**config.mk**
```make
export PLATFORM = sky130hd
export DESIGN_NAME = vgbse_sweep
export DESIGN_NICKNAME = d
export VERILOG_FILES = /design/src/rtl/core/voxel_grid_box_sphere_editor_top_assert.svh /design/src/rtl/core/vgbse_pkg.sv /design/src/rtl/core/vgbse_sweep.sv
export SDC_FILE = /design/constraint.sdc
export NUM_CORES = 1
export LEC_CHECK = 0
export BUFFER_PORTS_ARGS = -buffer_cell sky130_fd_sc_hd__buf_2
export CORE_MARGIN = 3
export CORE_UTILIZATION = 40
export CTS_CLUSTER_DIAMETER = 80
export DETAILED_ROUTE_END_ITERATION = 10
export GPL_ROUTABILITY_DRIVEN = 0
export PLACE_DENSITY_LB_ADDON = 0.3
export REMOVE_ABC_BUFFERS = 1
export SLEW_MARGIN = 0
export SYNTH_ARGS = -nofsm -noshare
export SYNTH_HDL_FRONTEND = slang
export SYNTH_SLANG_ARGS = --single-unit
```
**constraint.sdc**
```tcl
create_clock -name clk_i -period 17.4 [get_ports clk_i]
set_input_delay 3.48 -clock clk_i [delete_from_list [all_inputs] [get_ports clk_i]]
set_output_delay 3.48 -clock clk_i [all_outputs]
set_load 0.02 [all_outputs]
```
**src/rtl/core/voxel_grid_box_sphere_editor_top_assert.svh**
```systemverilog
// assertion helpers for the voxel editor, sampled on clk_i, off while rst_ni is low
`ifndef VOXEL_GRID_BOX_SPHERE_EDITOR_TOP_ASSERT_SVH
`define VOXEL_GRID_BOX_SPHERE_EDITOR_TOP_ASSERT_SVH

// same-cycle implication
`define VGBSE_ASSERT_IMP(name, pre, post) \
  name: assert property (@(posedge clk_i) disable iff (!rst_ni) (pre) |-> (post)) \
    else $error("voxel editor check failed");

// next-cycle implication
`define VGBSE_ASSERT_NXT(name, pre, post) \
  name: assert property (@(posedge clk_i) disable iff (!rst_ni) (pre) |=> (post)) \
    else $error("voxel editor check failed");

`endif

```
**src/rtl/core/vgbse_pkg.sv**
```systemverilog
package vgbse_pkg;

  localparam int unsigned SizeW    = 5;
  localparam int unsigned ChanW    = 8;
  localparam int unsigned CfgDataW = 8;
  localparam int unsigned CfgIdxW  = 3;
  localparam int unsigned ColW     = 4 * ChanW;
  localparam int unsigned RadSqW   = 16;
  localparam int unsigned SumW     = 18;

  typedef enum logic [2:0] {
    KIND_SET_VOXEL  = 3'd0,
    KIND_CLR_VOXEL  = 3'd1,
    KIND_SET_BOX    = 3'd2,
    KIND_CLR_BOX    = 3'd3,
    KIND_SET_SPHERE = 3'd4,
    KIND_CLR_SPHERE = 3'd5,
    KIND_READ_VOXEL = 3'd6
  } kind_e;

  typedef enum logic [CfgIdxW-1:0] {
    CFG_SIZE_X  = 3'd0,
    CFG_SIZE_Y  = 3'd1,
    CFG_SIZE_Z  = 3'd2,
    CFG_PAINT_R = 3'd3,
    CFG_PAINT_G = 3'd4,
    CFG_PAINT_B = 3'd5,
    CFG_PAINT_A = 3'd6
  } cfg_idx_e;

  typedef enum logic [2:0] {
    ST_CLEAR,
    ST_IDLE,
    ST_POINT,
    ST_SWEEP,
    ST_RESULT
  } state_e;

  typedef struct packed {
    logic [2:0]        kind;
    logic signed [7:0] x_lo;
    logic signed [7:0] x_hi;
    logic signed [7:0] y_lo;
    logic signed [7:0] y_hi;
    logic signed [7:0] z_lo;
    logic signed [7:0] z_hi;
    logic [7:0]        radius;
  } in_item_t;

  typedef struct packed {
    logic             voxel_on;
    logic [ChanW-1:0] voxel_red;
    logic [ChanW-1:0] voxel_green;
    logic [ChanW-1:0] voxel_blue;
    logic [ChanW-1:0] voxel_alpha;
  } out_item_t;

  // region description handed to the sweep unit
  typedef struct packed {
    logic              sphere;
    logic signed [7:0] x_lo;
    logic signed [7:0] x_hi;
    logic signed [7:0] y_lo;
    logic signed [7:0] y_hi;
    logic signed [7:0] z_lo;
    logic signed [7:0] z_hi;
    logic [RadSqW-1:0] rad_sq;
  } sweep_job_t;

  typedef struct packed {
    logic wr_en;
    logic done;
  } sweep_stat_t;

  // sign-extend a coordinate by one bit
  function automatic logic signed [8:0] sx9(logic signed [7:0] v);
    return {v[7], v};
  endfunction

endpackage

```
**src/rtl/core/vgbse_sweep.sv**
```systemverilog
module vgbse_sweep #(
  parameter int unsigned CW = 4,
  parameter int unsigned EW = 5
) (
  input  logic                   clk_i,
  input  logic                   rst_ni,
  input  logic                   start_i,
  input  vgbse_pkg::sweep_job_t  job_i,
  input  logic [EW-1:0]          ext_x_i,
  input  logic [EW-1:0]          ext_y_i,
  input  logic [EW-1:0]          ext_z_i,
  output logic [3*CW-1:0]        addr_o,
  output vgbse_pkg::sweep_stat_t stat_o
);

  logic          run_q, run_d;
  logic [CW-1:0] i_q, i_d, j_q, j_d, k_q, k_d;
  logic          x_last, y_last, z_last;

  logic signed [8:0]  cx, cy, cz, dx, dy, dz;
  logic signed [17:0] px, py, pz;
  logic               in_box;

  logic                          s1_valid_q;
  logic [3*CW-1:0]               s1_addr_q;
  logic                          s1_box_q;
  logic [vgbse_pkg::RadSqW-1:0]  sq_x_q, sq_y_q, sq_z_q;
  logic [vgbse_pkg::SumW-1:0]    dist_sq;
  logic                          hit;

  assign x_last = (EW'(i_q) + EW'(1)) == ext_x_i;
  assign y_last = (EW'(j_q) + EW'(1)) == ext_y_i;
  assign z_last = (EW'(k_q) + EW'(1)) == ext_z_i;

  // x innermost, then y, then z
  always_comb begin
    run_d = run_q;
    i_d   = i_q;
    j_d   = j_q;
    k_d   = k_q;
    if (start_i) begin
      run_d = 1'b1;
      i_d   = '0;
      j_d   = '0;
      k_d   = '0;
    end else if (run_q) begin
      if (!x_last) begin
        i_d = i_q + CW'(1);
      end else begin
        i_d = '0;
        if (!y_last) begin
          j_d = j_q + CW'(1);
        end else begin
          j_d = '0;
          if (!z_last) begin
            k_d = k_q + CW'(1);
          end else begin
            k_d   = '0;
            run_d = 1'b0;
          end
        end
      end
    end
  end

  always_ff @(posedge clk_i or negedge rst_ni) begin
    if (!rst_ni) begin
      run_q      <= 1'b0;
      i_q        <= '0;
      j_q        <= '0;
      k_q        <= '0;
      s1_valid_q <= 1'b0;
    end else begin
      run_q      <= run_d;
      i_q        <= i_d;
      j_q        <= j_d;
      k_q        <= k_d;
      s1_valid_q <= run_q;
    end
  end

  // stage 1: box test and per-axis squared distance
  assign cx = $signed(9'(i_q));
  assign cy = $signed(9'(j_q));
  assign cz = $signed(9'(k_q));
  assign dx = cx - vgbse_pkg::sx9(job_i.x_lo);
  assign dy = cy - vgbse_pkg::sx9(job_i.y_lo);
  assign dz = cz - vgbse_pkg::sx9(job_i.z_lo);
  assign px = dx * dx;
  assign py = dy * dy;
  assign pz = dz * dz;

  assign in_box = (cx >= vgbse_pkg::sx9(job_i.x_lo)) && (cx <= vgbse_pkg::sx9(job_i.x_hi)) &&
                  (cy >= vgbse_pkg::sx9(job_i.y_lo)) && (cy <= vgbse_pkg::sx9(job_i.y_hi)) &&
                  (cz >= vgbse_pkg::sx9(job_i.z_lo)) && (cz <= vgbse_pkg::sx9(job_i.z_hi));

  always_ff @(posedge clk_i) begin
    s1_addr_q <= {i_q, j_q, k_q};
    s1_box_q  <= in_box;
    sq_x_q    <= px[vgbse_pkg::RadSqW-1:0];
    sq_y_q    <= py[vgbse_pkg::RadSqW-1:0];
    sq_z_q    <= pz[vgbse_pkg::RadSqW-1:0];
  end

  // stage 2: sum and radius compare, drives the store write
  assign dist_sq = vgbse_pkg::SumW'(sq_x_q) + vgbse_pkg::SumW'(sq_y_q) +
                   vgbse_pkg::SumW'(sq_z_q);
  assign hit     = job_i.sphere ? (dist_sq <= vgbse_pkg::SumW'(job_i.rad_sq)) : s1_box_q;

  assign addr_o       = s1_addr_q;
  assign stat_o.wr_en = s1_valid_q & hit;
  assign stat_o.done  = s1_valid_q & ~run_q;

endmodule

```
After elaboration in Yosys (flattened, before gate mapping)
Index checks and enable logic that the tools add are counted. Widths: inputs -> output; s select.

Register bits: 75. Word-level logic and storage cells: 65. Output and inout port bits: 14. Bits of input ports: 83.

Reductions and logical operators: 10. Multiply operators: 3. Magnitude comparators: 7. Eq/ne operators: 3. Add/sub/neg operators: 11. Bitwise operators: 3. Mux-type cells: 18.

Operator list (number): $mul 9x9->16 (3); $mux 4 (12); $sub 5x8->9 (3); $ge 5x8->1 (3); $le 5x8->1 (3); $add 17x16->18 (1); $le 18x16->1 (1); $add 16x16->17 (1); $add 4x1->5 const B (3); $eq 5x5->1 (3); $add 4x1->4 const B (3); $mux 1 (6); $reduce_bool 2->1 (3); $logic_and 1x1->1 (5); $reduce_and 3->1 (1); $and 1x1->1 (2); $reduce_and 2->1 (1); $not 1->1 (1).

Longest topological paths before layout
Depth in word-level cells: 7. Mapped depth: 28. Mapped depth without buffers: 28.

Worst setup path after synthesis
OpenSTA, ideal clock, no wires.

Path kind: in2reg. From: input port job_i[56] in the netlist's numbering. To: register sq_x_q[14] in the netlist's numbering. Stages on the path: 24. Path buffers: 0. Path slack: 8.141 ns. Arrival time: 9.187 ns. Cell sequence: ha_1 > fa_1 > nor2b_1 > o21ai_0 > a211oi_1 > xnor2_1 > inv_1 > nor2_1 > inv_1 > fa_1 > inv_1 > fa_1 > inv_1 > fa_1 > inv_1 > fa_1 > ha_1 > ha_1 > a21oi_1 > o21ai_0 > or4_1 > a31o_2 > a21oi_1 > xnor2_1.

Cells in the longest elaborated chain, start to end: 2.

Ends and longest elaborated chain: start, declared (line vgbse_sweep.sv:8) `input vgbse_pkg::sweep_job_t job_i,`; $sub 5x8->9 (line vgbse_sweep.sv:86) `assign dx = cx - vgbse_pkg::sx9(job_i.x_lo);`; $mul 9x9->16 (line vgbse_sweep.sv:89) `assign px = dx * dx;`; via px[14] (line vgbse_sweep.sv:21) `logic signed [17:0] px, py, pz;`; end signal, assigned (line vgbse_sweep.sv:100) `sq_x_q <= px[vgbse_pkg::RadSqW-1:0];`; end, declared (line vgbse_sweep.sv:27) `logic [vgbse_pkg::RadSqW-1:0] sq_x_q, sq_y_q, sq_z_q;`.

The timed path passes the listed nets, and every way through them passes these cells. A chain may end at the register's enable or synchronous reset.

Worst setup path in the final report
From: input port job_i[56] in the netlist's numbering. To: register sq_x_q[15] in the netlist's numbering.

Same word-level chain as after synthesis.

==> results.yml <==
cts:
  cts_made_buffers: 9
  cts.sinks: 72
  cts_max_path_buffers: 2
  cts_root_buf: "clkbuf_16"
  cts_tree: "built"
  worstSkewPairLatency_ns: 0.35
  clk_pin_slew_worst_paths_ns: 0.07
  cts_max_level: 3
  cts_resized: 0
  cts_hold_buf: 0
  postCtsSetupRepairBufs: 0
floorplan:
  dieArea_um2: 30800
  ios: 97
  die_x_um: 176
  rows: 61
  initial_core_util: 0.410
  core_area_um2: 28100
  die_height_um: 176
placement:
  dp_hpwl_mm: 21.1
  io_buffers: 96
finish:
  n_fill_cell: 2811
  syn2layout_area_growth_pct: 10.4
  multi_input_comb_area_um2: 8880
  diodes: 0
  final_common_cell: "inv_1"
  drive_gt1_frac: 0.0955
  final_nets: 1782
  layout_common_cells: "inv_1, fa_1, ha_1, nor2_1"
  ff_latch_area_um2: 1510
logic_synthesis:
  avgSynthCellArea_um2: 9.07
  synth-edff-count: 0
  ys_seq_elements: 72
  synth_cells: 1269
  synthFlopType: "dfxtp_1"
  netlist_area_um2: 11500
  synth_seq_area_share: 0.131
  ys_types: 65
  synthArstFlopShare: 0.194
  ys.warnings.count: 0
critical_path:
  cp_max_fo: 5
  cp_slowest_cell: "fa_1"
  critPathMaxStageDelay_ns: 0.58
  arrival_ns: 9.76
  crit_type: "in -> reg"
  cp-end-kind: "flop"
  crit_required_ns: 17.63
  startpoint_type: "input port"
drt:
  ant_nets: 0
  wirelength_mm: 23.8
  drc: 0
  routed_via_density: 4.81
  firstDrtPassIters: 6
  vias: 8409
  drt_first_iter_violations: 339
  wl_per_cell_um: 13.6
sta:
  finalClockSkew_ns: 0.0115
  fin_crit_sh: 0.548
  period_minus_slack_ns: 9.53
  rsz0062_at_grt: "no"
  hold_viol_final: 0
  worst_pin_slew_ns: 1.00
  relSlewSlack: 0.316
  setup_viol: 0
  slew_viol_final: 0
  tns_ns: 0
  fmax_mhz: 105
global_routing:
  grt_pass1_wl_mm: 41.9
  overflow: 0
  antenna_found_initial: 2
  grt_pass1_vias: 8832
  grt_usage: 0.166
  grt_max_degree: 15
worst_hold_path:
  hp-class: "reg -> reg"
outcome:
  status: "completed"
flow_run:
  maxCapViolations: 0
-- critical path: cells and delay by family --
family / cells / cell delay, ns
xor+xnor: 2 / 0.44
buf+inv: 6 / 0.57
simple gates: 5 / 0.66
compound gates: 5 / 1.33
fa+ha+maj: 8 / 3.27
-- layer usage --
metal  vias up  share of wire  global-route usage
li1       4168              -                   -
met1      4070           0.47               0.226
met2       132           0.47               0.278
met3        35          0.041              0.0309
met4         4          0.021              0.0366
met5         -         0.0011                   0
-- cells by family (layout without fill, tap and decap cells) --
group	count (synthesis)	after routing	share of synthesized area
flip-flops	72	72	0.131
buffers and inverters	297	399	0.0970
XOR/XNOR	106	106	0.0813
multiplexers	6	6	0.00544
AO/OA/AOI/OAI	144	144	0.0872
adder cells (fa/ha/maj)	332	332	0.474
other	2	3	0.000653
AND/OR/NAND/NOR	310	310	0.123
-- stage by stage --
step           cells  cell area, um^2   util  worst slack [ns]  hold WS [ns]
2_1_floorplan   1260            11500      -              8.14         0.430
3_3_place_gp    1734            12400  0.442              7.61         0.478
3_5_place_dp    1734            12400  0.442              7.49         0.493
4_1_cts         1750            12700  0.452              7.85         0.504
5_1_grt         1750            12700  0.452              7.29         0.519
6_report        1750            12700  0.452              7.87         0.497
-- synthesized netlist by cell type, types with 11 or more instances --
cell      count  area [um^2]
a21o_1       14          105
a21oi_1      43          215
and2_1       13         81.3
dfrtp_1      14          350
dfxtp_1      58         1160
fa_1        173         3460
ha_1        159         1990
inv_1       284         1070
nand2_1      96          360
nand2b_1     15         93.8
nand3_1      11         55.1
nand4_1      11         68.8
nor2_1      105          394
nor2b_1      15         93.8
nor3_1       20          100
o21a_1       14          105
o21ai_0      20          100
xnor2_1      80          701
xor2_1       25          219
-- cell type report --
type                       count  area share
tap                          378      0.0372
timing repair buffer          96      0.0378
clock inverter                 6     0.00345
clock buffer                  10      0.0180
inverter                     287      0.0848
multi-input combinational    901       0.700
sequential                    72       0.119
-- state kept, by name (all words and copies together), names as in the netlist --
| register | count |
|---|---|
| run_q | 1 |
| i_q | 4 |
| s1_valid_q | 1 |
| k_q | 4 |
| s1_box_q | 1 |
| sq_y_q | 15 |
| addr_o | 12 |
| sq_x_q | 15 |
| sq_z_q | 15 |
| j_q | 4 |
-- worst paths after layout --
kind	startpoint	depth (start not counted)	slack (ns)	endpoint
max in group asynchronous	rst_ni	1	14.12	j_q[2]
worst max register to register	j_q[0]	26	10.45	sq_y_q[15]
worst min-delay path	j_q[0]	0	0.50	addr_o[4]
worst min register to register	j_q[0]	0	0.50	addr_o[4]
worst max-delay path	job_i[56]	26	7.87	sq_x_q[15]
min in group asynchronous	rst_ni	1	3.03	k_q[0]
Power is left out: the tool's default activity adds up to more than one toggle a clock period on the data nets, which glitch-free logic cannot reach.
