`src/rtl/core/voxel_grid_box_sphere_editor_top_assert.svh`:
```
// assertion helpers for the voxel editor, sampled on clk_i, off while rst_ni is low
`ifndef VOXEL_GRID_BOX_SPHERE_EDITOR_TOP_ASSERT_SVH
`define VOXEL_GRID_BOX_SPHERE_EDITOR_TOP_ASSERT_SVH

// same-cycle implication
`define VGBSE_ASSERT_IMP(name, pre, post) \
  name: assert property (@(posedge clk_i) disable iff (!rst_ni) (pre) |-> (post)) \
    else $error("voxel editor check failed");

// next-cycle implication
`define VGBSE_ASSERT_NXT(name, pre, post) \
  name: assert property (@(posedge clk_i) disable iff (!rst_ni) (pre) |=> (post)) \
    else $error("voxel editor check failed");

`endif

```
`src/rtl/core/vgbse_ram.sv`:
```
module vgbse_ram #(
  parameter int unsigned Width = 1,
  parameter int unsigned Depth = 16
) (
  input  logic                     clk_i,
  input  logic                     we_i,
  input  logic [$clog2(Depth)-1:0] waddr_i,
  input  logic [Width-1:0]         wdata_i,
  input  logic                     re_i,
  input  logic [$clog2(Depth)-1:0] raddr_i,
  output logic [Width-1:0]         rdata_o
);

  logic [Width-1:0] mem_q [Depth];
  logic [Width-1:0] rdata_q;

  always_ff @(posedge clk_i) begin
    if (we_i) begin
      mem_q[waddr_i] <= wdata_i;
    end
    if (re_i) begin
      rdata_q <= mem_q[raddr_i];
    end
  end

  assign rdata_o = rdata_q;

endmodule

```
`config.mk`:
```
export PLATFORM = sky130hd
export DESIGN_NAME = vgbse_ram
export DESIGN_NICKNAME = d
export VERILOG_FILES = /design/src/rtl/core/voxel_grid_box_sphere_editor_top_assert.svh /design/src/rtl/core/vgbse_ram.sv
export SDC_FILE = /design/constraint.sdc
export NUM_CORES = 1
export LEC_CHECK = 0
export BUFFER_PORTS_ARGS = -buffer_cell sky130_fd_sc_hd__buf_2
export CORE_UTILIZATION = 40
export CTS_CLUSTER_DIAMETER = 50
export DETAILED_ROUTE_END_ITERATION = 8
export GPL_TIMING_DRIVEN = 0
export PLACE_DENSITY = 0.67
export SLEW_MARGIN = 15
export SYNTH_ARGS = -nofsm -noshare
export SYNTH_HDL_FRONTEND = slang
export SYNTH_SLANG_ARGS = --single-unit
```
`constraint.sdc`:
```
create_clock -name clk_i -period 1.85 [get_ports clk_i]
set_input_delay 0 -clock clk_i [delete_from_list [all_inputs] [get_ports clk_i]]
set_output_delay 0 -clock clk_i [all_outputs]
set_load 0.02 [all_outputs]
```
* Word-level counts from Yosys, hierarchy flattened
Memories as Yosys holds them, arrays and structs flattened. A register that Yosys moved wholly into a read port is not among the register bits.
Index checks and enable logic that the tools add are counted.
** Storage, ports and cells
- Output and inout bits :: 1
- Memories kept :: 1
- Word-level logic and storage cells :: 3
- Bits in registers :: 0
- Bits of input ports :: 12
- RAM bits :: 16
** Cells by class
- Multiplexer cells :: 2
** Memories
- mem_q :: depth 16, bits a word 1, read ports 1, clocked after Yosys merged registers in 1, write ports 1, line vgbse_ram.sv:14 : logic [Width-1:0] mem_q [Depth];
** Operators with widths (number)
- 1-bit 2-to-1 mux :: 2

* Logic depth before layout (Yosys ltp)
Gate-level depths: netlist (run 1).
- Depth in word-level cells :: 2
- Depth in mapped cells :: 3
- Gate-level depth less buffers :: 3

* Worst setup path after synthesis (run 1)
No wires, ideal clock.
- Path kind :: flip-flop to flip-flop
- From :: memory mem_q[13]
- To :: register rdata_q, in the netlist rdata_o (read register of mem_q), data pin
- Path buffers :: 0
- Setup slack :: 0.576 ns
- Clock period less this slack :: 1.274 ns
- Data required time :: 1.589 ns
- Setup time :: 0.261 ns
- Data arrival time :: 1.013 ns
- Stages on the path, launching flop included :: 4
- Cells stage by stage :: edfxtp_1 -> mux4_1 -> mux2i_1 -> mux2i_1
** RTL lines
- start: declaration :: line vgbse_ram.sv:14
- end: declaration :: line vgbse_ram.sv:15 : logic [Width-1:0] rdata_q;

==> reports/qor_table.md, run 1 <==
| Step | Quantity | This run |
| --- | --- | --- |
| outcome | Result of the run | finished, final reports clean |
| place | Placed cell area | 847 sq um |
| cells and area | Post-route cell area | 885 sq um |
| detailed routing | Violation count after the first detailed-routing iteration | 10 |
| worst setup path | Path type of the worst setup path | flip-flop to flip-flop |
| detailed routing | First-pass detailed-route iteration total | 4 |
| clocking | CTS buffer count | 3 |
| detailed routing | Routed length per placed instance | 11.9 um |
| yosys | Cell area after synthesis | 756 sq um |
| yosys | Area fraction in and, or, nand and nor cells after synthesis | 0.146 |
| floorplanning | Starting Density | 0.433 |
| cells and area | Proportion of layout cells with a drive suffix above 1 | 0.266 |
| timing | Final number of hold-violating endpoints | 0 |
| yosys | Post-Synthesis Net Count | 59 |
| floorplanning | Site Rows | 15 |
| cells and area | Number of nets at the end of the flow | 77 |
| clocking | Level count of the clock H-tree | 1 |
| timing | Setup TNS after final layout | 0 ns |
| worst setup path | Worst setup path startpoint | mem_q[13]$_DFFE_PP_ |
| timing | Final Cycle Share | 0.724 |
| worst setup path | Category of the worst setup path capture point | flip-flop |
| grt | Global-route wire length before repair | 1690 um |
| worst setup path | Largest fanout on the critical path | 1 |
| timing | Post-Route Skew | 0.0118 ns |
| yosys | XOR/XNOR Fraction of Synth Area | 0 |
| cells and area | Area growth from synthesis to layout | 17.1% |
| place | Count of placed standard cells including taps | 84 |
| detailed routing | Aggregate routed wire length | 1060 um |
| timing | Crit path time final | 1.34 ns |
| grt | Overall routing resource usage | 0.121 |
| worst hold path | Class of the most critical hold timing path | primary input to flip-flop |
| place | Number of port buffers | 12 |
| timing | Slew of the pin with the lowest slew margin | 0.231 ns |
| floorplanning | Full die area | 2070 sq um |
| floorplanning | Vertical die dimension | 45.5 um |
| pwr | Cell Pwr Density | 777 nW/um^2 |
| pwr | Leakage component of the power | 0.315 nW |
| detailed routing | Mean number of vias per cell | 4.96 |
| grt | Via count of the first global-routing pass | 405 |
| timing | Max-slew violations | 0 |
| floorplanning | Horizontal die dimension | 45.5 um |
| yosys | Synthesized instance count | 47 |
| detailed routing | DRC Markers | 0 |
| cells and area | Antenna diodes | 0 |
| yosys | Mux share of post-synthesis cell area | 0.179 |
| worst setup path | Critical Path RT | 1.90 ns |
| clocking | TritonCTS clock tree | yes |
| clocking | Insertion delay to the later sink of the worst-skew pair | 0.29 ns |
| yosys | Synth warnings | 0 |
| yosys | Sequential cell area fraction in the yosys report | 0.675 |
| timing | Max Freq | 746 MHz |
| clocking | Clock Root Buffer | sky130_fd_sc_hd__clkbuf_4 |
| pwr | Peak VDD IR | 0.000486 V |
| yosys | Complex-gate fraction of the synthesized area | 0 |
| timing | Tightest slew margin relative to the limit | 0.846 |
| timing | Worst hold slack across all endpoints | 0.0155 ns |
| worst setup path | Arrival time at the worst endpoint | 1.39 ns |
| floorplanning | Area of the core | 1750 sq um |
| timing | Unrepaired setup endpoints after global routing | no |
| yosys | Count of state elements after synthesis | 17 |
| clocking | Post-CTS clock slew at the launch and capture registers of the worst setup and hold paths | 0.10 ns |
| detailed routing | Final ANT Viol Nets | 0 |
| timing | Final setup viols | 0 |
| cells and area | Filler-free cell count of the finished design | 89 |
| pwr | Total power of the final layout | 687 uW |
| floorplanning | Ports | 13 |
| yosys | Synth Area in Adders | 0 |
| place | Routability-driven placement congestion ratio | 0.698 |
| grt | GRT overflow | 0 |
| yosys | Synthesized area divided by synthesized cell count | 16.1 sq um |
| worst setup path | Worst reg2reg endpoint | rdata_o$_DFFE_PP_ |
| yosys | Distinct cells, synth | 10 |
| worst setup path | Worst Setup Start Kind | flip-flop |
| worst setup path | Worst R2R Setup Slack | 0.51 ns |
| worst setup path | Reg2Reg Launch Point | mem_q[13]$_DFFE_PP_ |
| grt | Antenna violations before repair | 0 |
| flow run | Maximum Capacitance Violations | 0 |
| worst setup path | Worst reg-to-reg path cell count | 3 |
| worst setup path | End point of the critical path | rdata_o$_DFFE_PP_ |
| yosys | Combinational family with the most area after synthesis | multiplexers |
| detailed routing | Total number of vias | 441 |
| grt | Maximum number of pins on one net before global-route repair | 17 |
| clocking | Longest Clk Path Bufs | 2 |
| clocking | CTS sink cnt | 17 |
## registers in the layout, summed over array words and instances, names as in the netlist
name / count
rdata_o: 1
mem_q: 16
## critical path: stages, from the launching register on
cell and delay, ns:
sky130_fd_sc_hd__edfxtp_1 0.38, sky130_fd_sc_hd__mux4_1 0.50, sky130_fd_sc_hd__mux2i_1 0.14, sky130_fd_sc_hd__mux2i_1 0.08
## placed cells by master (no fill, tap or decap)
cell type                       instances
sky130_fd_sc_hd__edfxtp_1              17
sky130_fd_sc_hd__mux2i_1                3
sky130_fd_sc_hd__nor2_1                12
sky130_fd_sc_hd__buf_2                 12
sky130_fd_sc_hd__nand3b_1               2
sky130_fd_sc_hd__or3b_2                 1
sky130_fd_sc_hd__nand3_1                1
sky130_fd_sc_hd__nand2_1                1
sky130_fd_sc_hd__dlygate4sd3_1          1
sky130_fd_sc_hd__clkbuf_4               3
sky130_fd_sc_hd__mux4_1                 4
sky130_fd_sc_hd__nor3_1                 4
sky130_fd_sc_hd__nand2b_1               2
sky130_fd_sc_hd__clkinv_2               1
## report_power, final
group | internal, mW | total, mW | leakage (nW) | switching (mW)
Combinational | 0.0281 | 0.0598 | 0.143 | 0.0316
Clock | 0.0802 | 0.192 | 0.0177 | 0.112
Sequential | 0.433 | 0.435 | 0.154 | 0.00171
Total | 0.542 | 0.687 | 0.315 | 0.146
## per-layer routing
layer,track usage,vias to the layer above,part of all wire
met3,0.0397,6,0.078
li1,-,221,-
met1,0.155,195,0.47
met5,0,-,0
met4,0.0727,0,0.018
met2,0.177,19,0.43
## final cells by class
type	instances	area (sq um)
fillers	150	861
flip-flops and latches	17	510
multi-input cells	30	245
repair buffers	13	70.1
well taps	25	31.3
clock buffers	3	22.5
clock inverters	1	5.00
## synthesized netlist by cell type
| cell type | instances | area share |
|---|---|---|
| sky130_fd_sc_hd__edfxtp_1 | 17 | 0.68 |
| sky130_fd_sc_hd__nor2_1 | 12 | 0.060 |
| sky130_fd_sc_hd__mux4_1 | 4 | 0.14 |
| sky130_fd_sc_hd__nor3_1 | 4 | 0.026 |
| sky130_fd_sc_hd__mux2i_1 | 3 | 0.040 |
| sky130_fd_sc_hd__nand2b_1 | 2 | 0.017 |
| sky130_fd_sc_hd__nand3b_1 | 2 | 0.020 |
| sky130_fd_sc_hd__nand2_1 | 1 | 0.0050 |
| sky130_fd_sc_hd__nand3_1 | 1 | 0.0066 |
| sky130_fd_sc_hd__or3b_2 | 1 | 0.012 |
## worst min-delay path by stage
| stage | start | slack (ns) | endpoint | cells past startpoint |
|---|---|---|---|---|
| finish | raddr_i[2] | 0.02 | rdata_o$_DFFE_PP_ | 2 |
| global route | raddr_i[2] | 0.006 | rdata_o$_DFFE_PP_ | 2 |
| CTS | raddr_i[2] | 0.009 | rdata_o$_DFFE_PP_ | 2 |
| detailed placement | re_i | 0.21 | rdata_o$_DFFE_PP_ | 1 |
| global placement | re_i | 0.20 | rdata_o$_DFFE_PP_ | 1 |
| floorplan | wdata_i | 0.1 | mem_q[0]$_DFFE_PP_ | 0 |
## logic make-up (layout without fill, tap and decap cells)
kind of cell | count (synthesis) | after routing
buffers and inverters | 0 | 17
DFF | 17 | 17
muxes | 7 | 7
and+or+nand+nor | 23 | 23
## what timing repair did
item	CTS	global route
hold buffers	1	0
hold endpoints to repair	1	0
setup buffers	0	0
endpoints found under the setup margin	0	0
gates resized for setup	0	0
## metrics by stage
stage          setup WS (ns)   util
3_3_place_gp           0.515  0.485
2_1_floorplan          0.576      -
5_1_grt                0.448  0.507
4_1_cts                0.507  0.507
6_report               0.510  0.507
3_5_place_dp           0.505  0.485
Note: power is estimated with default switching activity, not from simulation.
==> run 2, diff against run 1 <==
- ABC_AREA: not set -> 1
- PLACE_DENSITY: 0.67 -> 0.66
- clock period: 1.85 -> 1.3 ns (I/O delays scaled with it)
==> run 2 against run 1 <==
Against the previous run:
- sequential cell count stayed put
- clock-buffer cell count increased by 1
- hold slack better by 0.013 ns
- sequential share of layout area shrank 5.7 points
- largest cell class unchanged
- clock power rose by 38%
- largest power group unchanged
- synthesized cell count up 100%
- critical endpoint unchanged
- setup slack worse by 0.20 ns
==> reports/qor_table.md, run 2 <==
| Step | Quantity | This run |
| --- | --- | --- |
| yosys | Top post-synthesis cells by area | sky130_fd_sc_hd__edfxtp_1 60%, sky130_fd_sc_hd__nand2_1 11%, sky130_fd_sc_hd__inv_1 8.3%, sky130_fd_sc_hd__nand3_1 8.2%, sky130_fd_sc_hd__nor3_1 4.7% |
| yosys | Most common cell in the netlist | sky130_fd_sc_hd__nand2_1 |
| clocking | Longest Clk Path Bufs | 2 |
| cells and area | Antenna diodes | 0 |
| pwr | Proportion of power drawn by flip-flops and latches | 0.624 |
| yosys | Distinct cells, synth | 10 |
| pwr | Peak VDD IR | 0.000436 V |
| cells and area | Footprint of the flip-flops and latches | 510 sq um |
| cells and area | Area growth from synthesis to layout | 14.6% |
| cells and area | Proportion of layout cells with a drive suffix above 1 | 0.179 |
| pwr | Cell Pwr Density | 1010 nW/um^2 |
| cells and area | Filler-free cell count of the finished design | 139 |
| yosys | Area fraction of the dominant cell type after synthesis | 0.596 |
| detailed routing | DRC Markers | 0 |
| worst setup path | Critical Path RT | 1.35 ns |
| place | Placed cell area | 946 sq um |
| yosys | Mux share of post-synthesis cell area | 0 |
| yosys | Complex-gate fraction of the synthesized area | 0 |
| worst setup path | Buffer and inverter count on the worst path | 1 |
| grt | GRT overflow | 0 |
| timing | Tightest slew margin relative to the limit | 0.826 |
| pwr | Leakage component of the power | 0.442 nW |
| worst setup path | Critical Path Slowest Stage Cell | sky130_fd_sc_hd__edfxtp_1 |
| detailed routing | Routed length per placed instance | 8.97 um |
| yosys | XOR/XNOR Fraction of Synth Area | 0 |
| cells and area | Register with the highest flop count | mem_q |
| timing | Final setup viols | 0 |
| clocking | Buffers inserted during post-CTS setup optimization | 0 |
| clocking | CTS sink cnt | 17 |
| cells and area | Combined area of the multi-input logic cells | 249 sq um |
| clocking | CTS buffer count | 3 |
| detailed routing | Aggregate routed wire length | 1250 um |
| place | Detail Placement HPWL | 976 um |
| cells and area | Filler cells | 188 |
| pwr | Power dissipated by switching net loads | 217 uW |
| yosys | FFs w/ async S/R, synth | 0 |
| pwr | Total power of the final layout | 992 uW |
| worst setup path | Top cell family by delay on the critical path | flip-flops |
| timing | Setup TNS after final layout | 0 ns |
| timing | Max Freq | 1010 MHz |
| worst hold path | Class of the most critical hold timing path | primary input to flip-flop |
| yosys | Sequential cell area fraction in the yosys report | 0.596 |
| floorplanning | Full die area | 2330 sq um |
| cells and area | Top library cells by usage in the layout, fill and taps aside | 24 x sky130_fd_sc_hd__nand2_1, 19 x sky130_fd_sc_hd__inv_1, 17 x sky130_fd_sc_hd__edfxtp_1, 14 x sky130_fd_sc_hd__nand3_1, 11 x sky130_fd_sc_hd__buf_2 |
| timing | Post-Route Skew | 0.00177 ns |
| yosys | Area fraction in and, or, nand and nor cells after synthesis | 0.291 |
| pwr | Relative contribution of combinational cells to total power | 0.110 |
| place | Count of placed standard cells including taps | 134 |
| yosys | Cell area after synthesis | 857 sq um |
| flow run | Maximum Capacitance Violations | 0 |
| worst setup path | Worst path max stage delay | 0.37 ns |
| worst setup path | Most used cell, CP | sky130_fd_sc_hd__nand3_1 |
| yosys | Synthesized area divided by synthesized cell count | 8.93 sq um |
| timing | Slew of the pin with the lowest slew margin | 0.259 ns |
| worst setup path | Largest fanout on the critical path | 1 |
| clocking | Insertion delay to the later sink of the worst-skew pair | 0.28 ns |
| timing | Crit path time final | 0.988 ns |
| pwr | Cell internal power dissipation | 775 uW |
| yosys | Count of state elements after synthesis | 17 |
| cells and area | Post-route cell area | 982 sq um |
| floorplanning | Starting Density | 0.432 |
| yosys | Top cells by count, synth | 24 x sky130_fd_sc_hd__nand2_1, 19 x sky130_fd_sc_hd__inv_1, 17 x sky130_fd_sc_hd__edfxtp_1 |
| timing | Final Cycle Share | 0.760 |
| timing | Max-slew violations | 0 |
| floorplanning | Horizontal die dimension | 48.3 um |
| worst setup path | Critical path cell sequence | inv_1, nand2_1, nand3_1, nand3_1, nand3_1, nand2_1 |
| detailed routing | Mean number of vias per cell | 4.33 |
| yosys | Top FF cell, synth | sky130_fd_sc_hd__edfxtp_1 |
| worst setup path | Arrival time at the worst endpoint | 1.03 ns |
| yosys | Synthesized instance count | 96 |
| pwr | Switching share of power | 0.218 |
| cells and area | Number of nets at the end of the flow | 125 |
| timing | Unrepaired setup endpoints after global routing | no |
| detailed routing | Total number of vias | 602 |
| detailed routing | Violation count after the first detailed-routing iteration | 11 |
| clocking | TritonCTS clock tree | yes |
| cells and area | Max FFs per register | 16 |
| clocking | Level count of the clock H-tree | 1 |
| yosys | Post-Synthesis Net Count | 108 |
| clocking | Clock Root Buffer | sky130_fd_sc_hd__clkbuf_4 |
| grt | Global-route wire length before repair | 1890 um |
| yosys | Post-synthesis cell type with the largest combined area | sky130_fd_sc_hd__edfxtp_1 |
| grt | Antenna violations before repair | 0 |
| place | Number of port buffers | 11 |
| grt | Overall routing resource usage | 0.122 |
| yosys | Synth warnings | 0 |
| place | Routability-driven placement congestion ratio | 0.722 |
| grt | Via count of the first global-routing pass | 451 |
| worst setup path | Path type of the worst setup path | flip-flop to flip-flop |
| detailed routing | First-pass detailed-route iteration total | 4 |
| yosys | Number of enable flip-flop cells after synthesis | 17 |
| floorplanning | Area of the core | 1980 sq um |
| cells and area | Util after Layout | 0.496 |
| floorplanning | Vertical die dimension | 48.3 um |
| pwr | Relative contribution of the clock network to total power | 0.267 |
| cells and area | Commonest non-fill, non-tap cell in the layout | sky130_fd_sc_hd__nand2_1 |
| yosys | Synth Area in Adders | 0 |
| worst setup path | Worst Setup Start Kind | flip-flop |
| detailed routing | Final ANT Viol Nets | 0 |
| grt | Maximum number of pins on one net before global-route repair | 17 |
| worst setup path | Category of the worst setup path capture point | flip-flop |
| floorplanning | Ports | 13 |
| outcome | Result of the run | finished, final reports clean |
| timing | Final number of hold-violating endpoints | 0 |
| floorplanning | Site Rows | 16 |
| yosys | Combinational family with the most area after synthesis | simple AND/OR/NAND/NOR gates |
| clocking | Post-CTS clock slew at the launch and capture registers of the worst setup and hold paths | 0.09 ns |
## run 2: timing repair
| item | 4_1_cts | 5_1_grt |
|---|---|---|
| gates resized for setup | 0 | 0 |
| hold buffers | 1 | 0 |
| endpoints found under the hold margin | 1 | 0 |
| endpoints found under the setup margin | 0 | 0 |
## run 2: final cells by class
class,count,area share
buffer,1,0.0115
timing repair buffer,12,0.0662
sequential,17,0.520
multi-input combinational,57,0.254
clock buffer,4,0.0268
tap,27,0.0344
inverter,21,0.0879
## run 2: routing by layer
metal  up-vias  wire (um)  global-route usage  part of all wire
li1        339          -                   -                 -
met1       245        650               0.174              0.52
met2        18        543               0.173              0.44
met3         0         52              0.0333             0.042
met4         0          0              0.0500                 0
met5         -          0                   0                 0
## run 2: logic make-up (layout without fill, tap and decap cells)
kind of cell           Yosys count  in the layout
buffers and inverters           22             38
flip-flops                      17             17
AND/OR/NAND/NOR                 57             57
## run 2: path summary, 6_finish.rpt
check,slack (ns),from,cells after the start,endpoint
worst min-delay path,0.03,raddr_i[3],3,rdata_o$_DFFE_PP_
worst max-delay path,0.31,mem_q[9]$_DFFE_PP_,6,rdata_o$_DFFE_PP_
worst min register to register,0.74,mem_q[3]$_DFFE_PP_,6,rdata_o$_DFFE_PP_
worst max register to register,0.31,mem_q[9]$_DFFE_PP_,6,rdata_o$_DFFE_PP_
## run 2: power groups by stage
stage / clock (mW) / sequential (mW) / combinational (mW)
finish: 0.264 / 0.619 / 0.109
CTS: 0.271 / 0.619 / 0.110
floorplan: 0 / 0.635 / 0.0634
detailed placement: 0 / 0.632 / 0.107
global placement: 0 / 0.632 / 0.106
global route: 0.299 / 0.620 / 0.123
## run 2: worst min-delay path, stage by stage
cell	delay (ns)
sky130_fd_sc_hd__buf_2	0.09
sky130_fd_sc_hd__nand3_1	0.07
sky130_fd_sc_hd__nand2_1	0.05
## run 2: metrics by stage
stage	setup WS, ns	hold slack [ns]
after global routing	0.255	0.0198
after CTS	0.306	0.0248
after floorplan	0.372	0.0989
final	0.312	0.0284
after detailed placement	0.315	0.205
after global placement	0.331	0.202
==> run 3, diff against run 2 <==
- ABC_AREA: 1 -> 0
- PLACE_DENSITY: 0.66 -> 0.67
- clock period: 1.3 -> 1 ns (I/O delays scaled with it)
==> run 3 against run 2 <==
Against the previous run:
- the run now ends with setup timing left
- critical path depth shrank 3
- sequential power grew 30%
- clock-buffer cell count is the same
- power grew 28%
- maximum frequency shrank 26%
- cell area shrank 12%
- register-to-register slack lost 0.64 ns
- routed wire length shrank 5.1%
- sequential share of layout area grew 6.8 points
- clock power grew 32%
- highest routed layer is now met4
==> reports/qor_table.md, run 3 (synthesized netlist as in run 1, its figures left out) <==
| Step | Quantity | This run |
| --- | --- | --- |
| outcome | Result of the run | complete, but fails checks |
| outcome | Violations in the final reports | setup timing |
| cells and area | Number of nets at the end of the flow | 77 |
| worst hold path | Class of the most critical hold timing path | primary input to flip-flop |
| timing | Setup TNS after final layout | -0.328 ns |
| grt | Layer with the highest usage after global routing | met2 |
| cells and area | Antenna diodes | 0 |
| timing | Final worst setup slack | -0.328 ns |
| timing | Worst hold slack across all endpoints | 0.0312 ns |
| cells and area | Register with the highest flop count | mem_q |
| detailed routing | Final ANT Viol Nets | 0 |
| place | Placed cell area | 832 sq um |
| clocking | TritonCTS clock tree | yes |
| timing | Final setup viols | 1 |
| pwr | Peak VDD IR | 0.000870 V |
| worst setup path | Critical Path Slowest Stage Cell | sky130_fd_sc_hd__mux4_2 |
| cells and area | Filler cells | 167 |
| clocking | Post-CTS clock slew at the launch and capture registers of the worst setup and hold paths | 0.09 ns |
| detailed routing | Total number of vias | 447 |
| cells and area | Proportion of layout cells with a drive suffix above 1 | 0.313 |
| pwr | Leakage component of the power | 0.296 nW |
| cells and area | Combined area of the multi-input logic cells | 230 sq um |
| cells and area | Util after Layout | 0.497 |
| timing | Final number of hold-violating endpoints | 0 |
| timing | Tightest slew margin relative to the limit | 0.831 |
| clocking | Level count of the clock H-tree | 1 |
| detailed routing | Mean number of vias per cell | 5.02 |
| detailed routing | DRC Markers | 0 |
| worst setup path | Critical Path RT | 1.04 ns |
| cells and area | Footprint of the flip-flops and latches | 510 sq um |
| pwr | Cell Pwr Density | 1460 nW/um^2 |
| detailed routing | First-pass detailed-route iteration total | 2 |
| timing | Post-Route Skew | 0.000401 ns |
| clocking | Insertion delay to the later sink of the worst-skew pair | 0.28 ns |
| clocking | CTS buffer count | 3 |
| timing | Crit path time final | 1.33 ns |
| floorplanning | Horizontal die dimension | 45.5 um |
| timing | Unrepaired setup endpoints after global routing | yes |
| floorplanning | Site Rows | 15 |
| place | Detail Placement HPWL | 872 um |
| floorplanning | Vertical die dimension | 45.5 um |
| clocking | Buffers inserted during post-CTS setup optimization | 0 |
| cells and area | Post-route cell area | 868 sq um |
| grt | Global-route wire length before repair | 1900 um |
| worst setup path | Critical path cell sequence | mux4_2, mux2i_1, mux2i_1 |
| cells and area | Max FFs per register | 16 |
| place | Routability-driven placement congestion ratio | 0.735 |
| clocking | Clock Root Buffer | sky130_fd_sc_hd__clkbuf_4 |
| clocking | CTS resizes | 0 |
| cells and area | Top library cells by usage in the layout, fill and taps aside | 17 x sky130_fd_sc_hd__edfxtp_1, 12 x sky130_fd_sc_hd__nor2_1, 12 x sky130_fd_sc_hd__buf_2, 4 x sky130_fd_sc_hd__nor3_1, 4 x sky130_fd_sc_hd__mux4_2 |
| worst setup path | Category of the worst setup path capture point | flip-flop |
| worst setup path | Largest fanout on the critical path | 1 |
| floorplanning | Full die area | 2070 sq um |
| worst setup path | Arrival time at the worst endpoint | 1.37 ns |
| worst setup path | Most used cell, CP | sky130_fd_sc_hd__mux2i_1 |
| detailed routing | Aggregate routed wire length | 1180 um |
| floorplanning | Area of the core | 1750 sq um |
| worst setup path | Buffer and inverter count on the worst path | 0 |
| timing | Final Cycle Share | 1.33 |
| cells and area | Commonest non-fill, non-tap cell in the layout | sky130_fd_sc_hd__edfxtp_1 |
| grt | Met3 GRT Util | 0.0238 |
| grt | Overall routing resource usage | 0.138 |
| worst setup path | Worst path max stage delay | 0.47 ns |
| clocking | CTS sink cnt | 17 |
| flow run | Maximum Capacitance Violations | 0 |
| clocking | Longest Clk Path Bufs | 2 |
| worst setup path | Worst Setup Start Kind | flip-flop |
| detailed routing | Routed length per placed instance | 13.3 um |
| cells and area | Area growth from synthesis to layout | 14.9% |
| grt | Grt met1 use | 0.174 |
| timing | Max Freq | 753 MHz |
| grt | GRT overflow | 0 |
| worst setup path | Top cell family by delay on the critical path | multiplexers |
| place | Number of port buffers | 12 |
| timing | Max-slew violations | 0 |
| floorplanning | Starting Density | 0.433 |
| grt | Antenna violations before repair | 0 |
| detailed routing | Violation count after the first detailed-routing iteration | 6 |
| grt | Maximum number of pins on one net before global-route repair | 17 |
| worst setup path | Path type of the worst setup path | flip-flop to flip-flop |
| floorplanning | Ports | 13 |
| timing | Slew of the pin with the lowest slew margin | 0.252 ns |
| place | Worst-case setup slack after placement | -0.339 ns |
| grt | Global-route track usage on met2 | 0.217 |
| grt | Via count of the first global-routing pass | 454 |
run 3: cell count changes in the layout (fill, tap and decap cells not counted), sizes merged, moves of 2 or more:
cell,before,now
nand2,27,1
mux4,0,4
inv,21,0
nor3,8,4
nor2,8,12
nand3,14,1
mux2i,0,3
nand2b,0,2
nand3b,0,2
run 3: final timing paths:
kind                                          start                 to  slack (ns)  cells after the start
worst max-delay path             mem_q[8]$_DFFE_PP_  rdata_o$_DFFE_PP_       -0.33                      3
worst min-delay path                     raddr_i[2]  rdata_o$_DFFE_PP_        0.03                      2
worst max register to register   mem_q[8]$_DFFE_PP_  rdata_o$_DFFE_PP_       -0.33                      3
worst min register to register  mem_q[14]$_DFFE_PP_  rdata_o$_DFFE_PP_        0.85                      3
run 3: repair_timing:
action	in CTS	in global routing
hold buffers	1	0
setup endpoints to repair	1	1
pin swaps	0	0
hold endpoints to repair	1	0
run 3: worst reg2reg max path, stage by stage (launching register included):
cell	delay, ns
sky130_fd_sc_hd__edfxtp_1	0.38
sky130_fd_sc_hd__mux4_2	0.47
sky130_fd_sc_hd__mux2i_1	0.15
sky130_fd_sc_hd__mux2i_1	0.09
run 3: metal layers:
metal	part of all wire	vias up
met3	0.032	4
met5	0	-
met4	0.019	0
met1	0.45	215
met2	0.50	12
li1	-	216
run 3: final cells by class:
type / count / area share
tap: 25 / 0.0360
clock buffer: 4 / 0.0303
timing repair buffer: 13 / 0.0807
sequential: 17 / 0.588
multi-input combinational: 30 / 0.265
run 3: through the flow:
stage	instances	power, mW
6_report	89	1.27
5_1_grt	89	1.32
4_1_cts	89	1.29
3_5_place_dp	84	0.938
3_3_place_gp	84	0.935
2_1_floorplan	47	0.877
run 3: report_power, final:
part	internal, mW	switching [mW]	total [mW]
Clock	0.155	0.194	0.349
Combinational	0.0539	0.0638	0.118
Sequential	0.801	0.00322	0.805
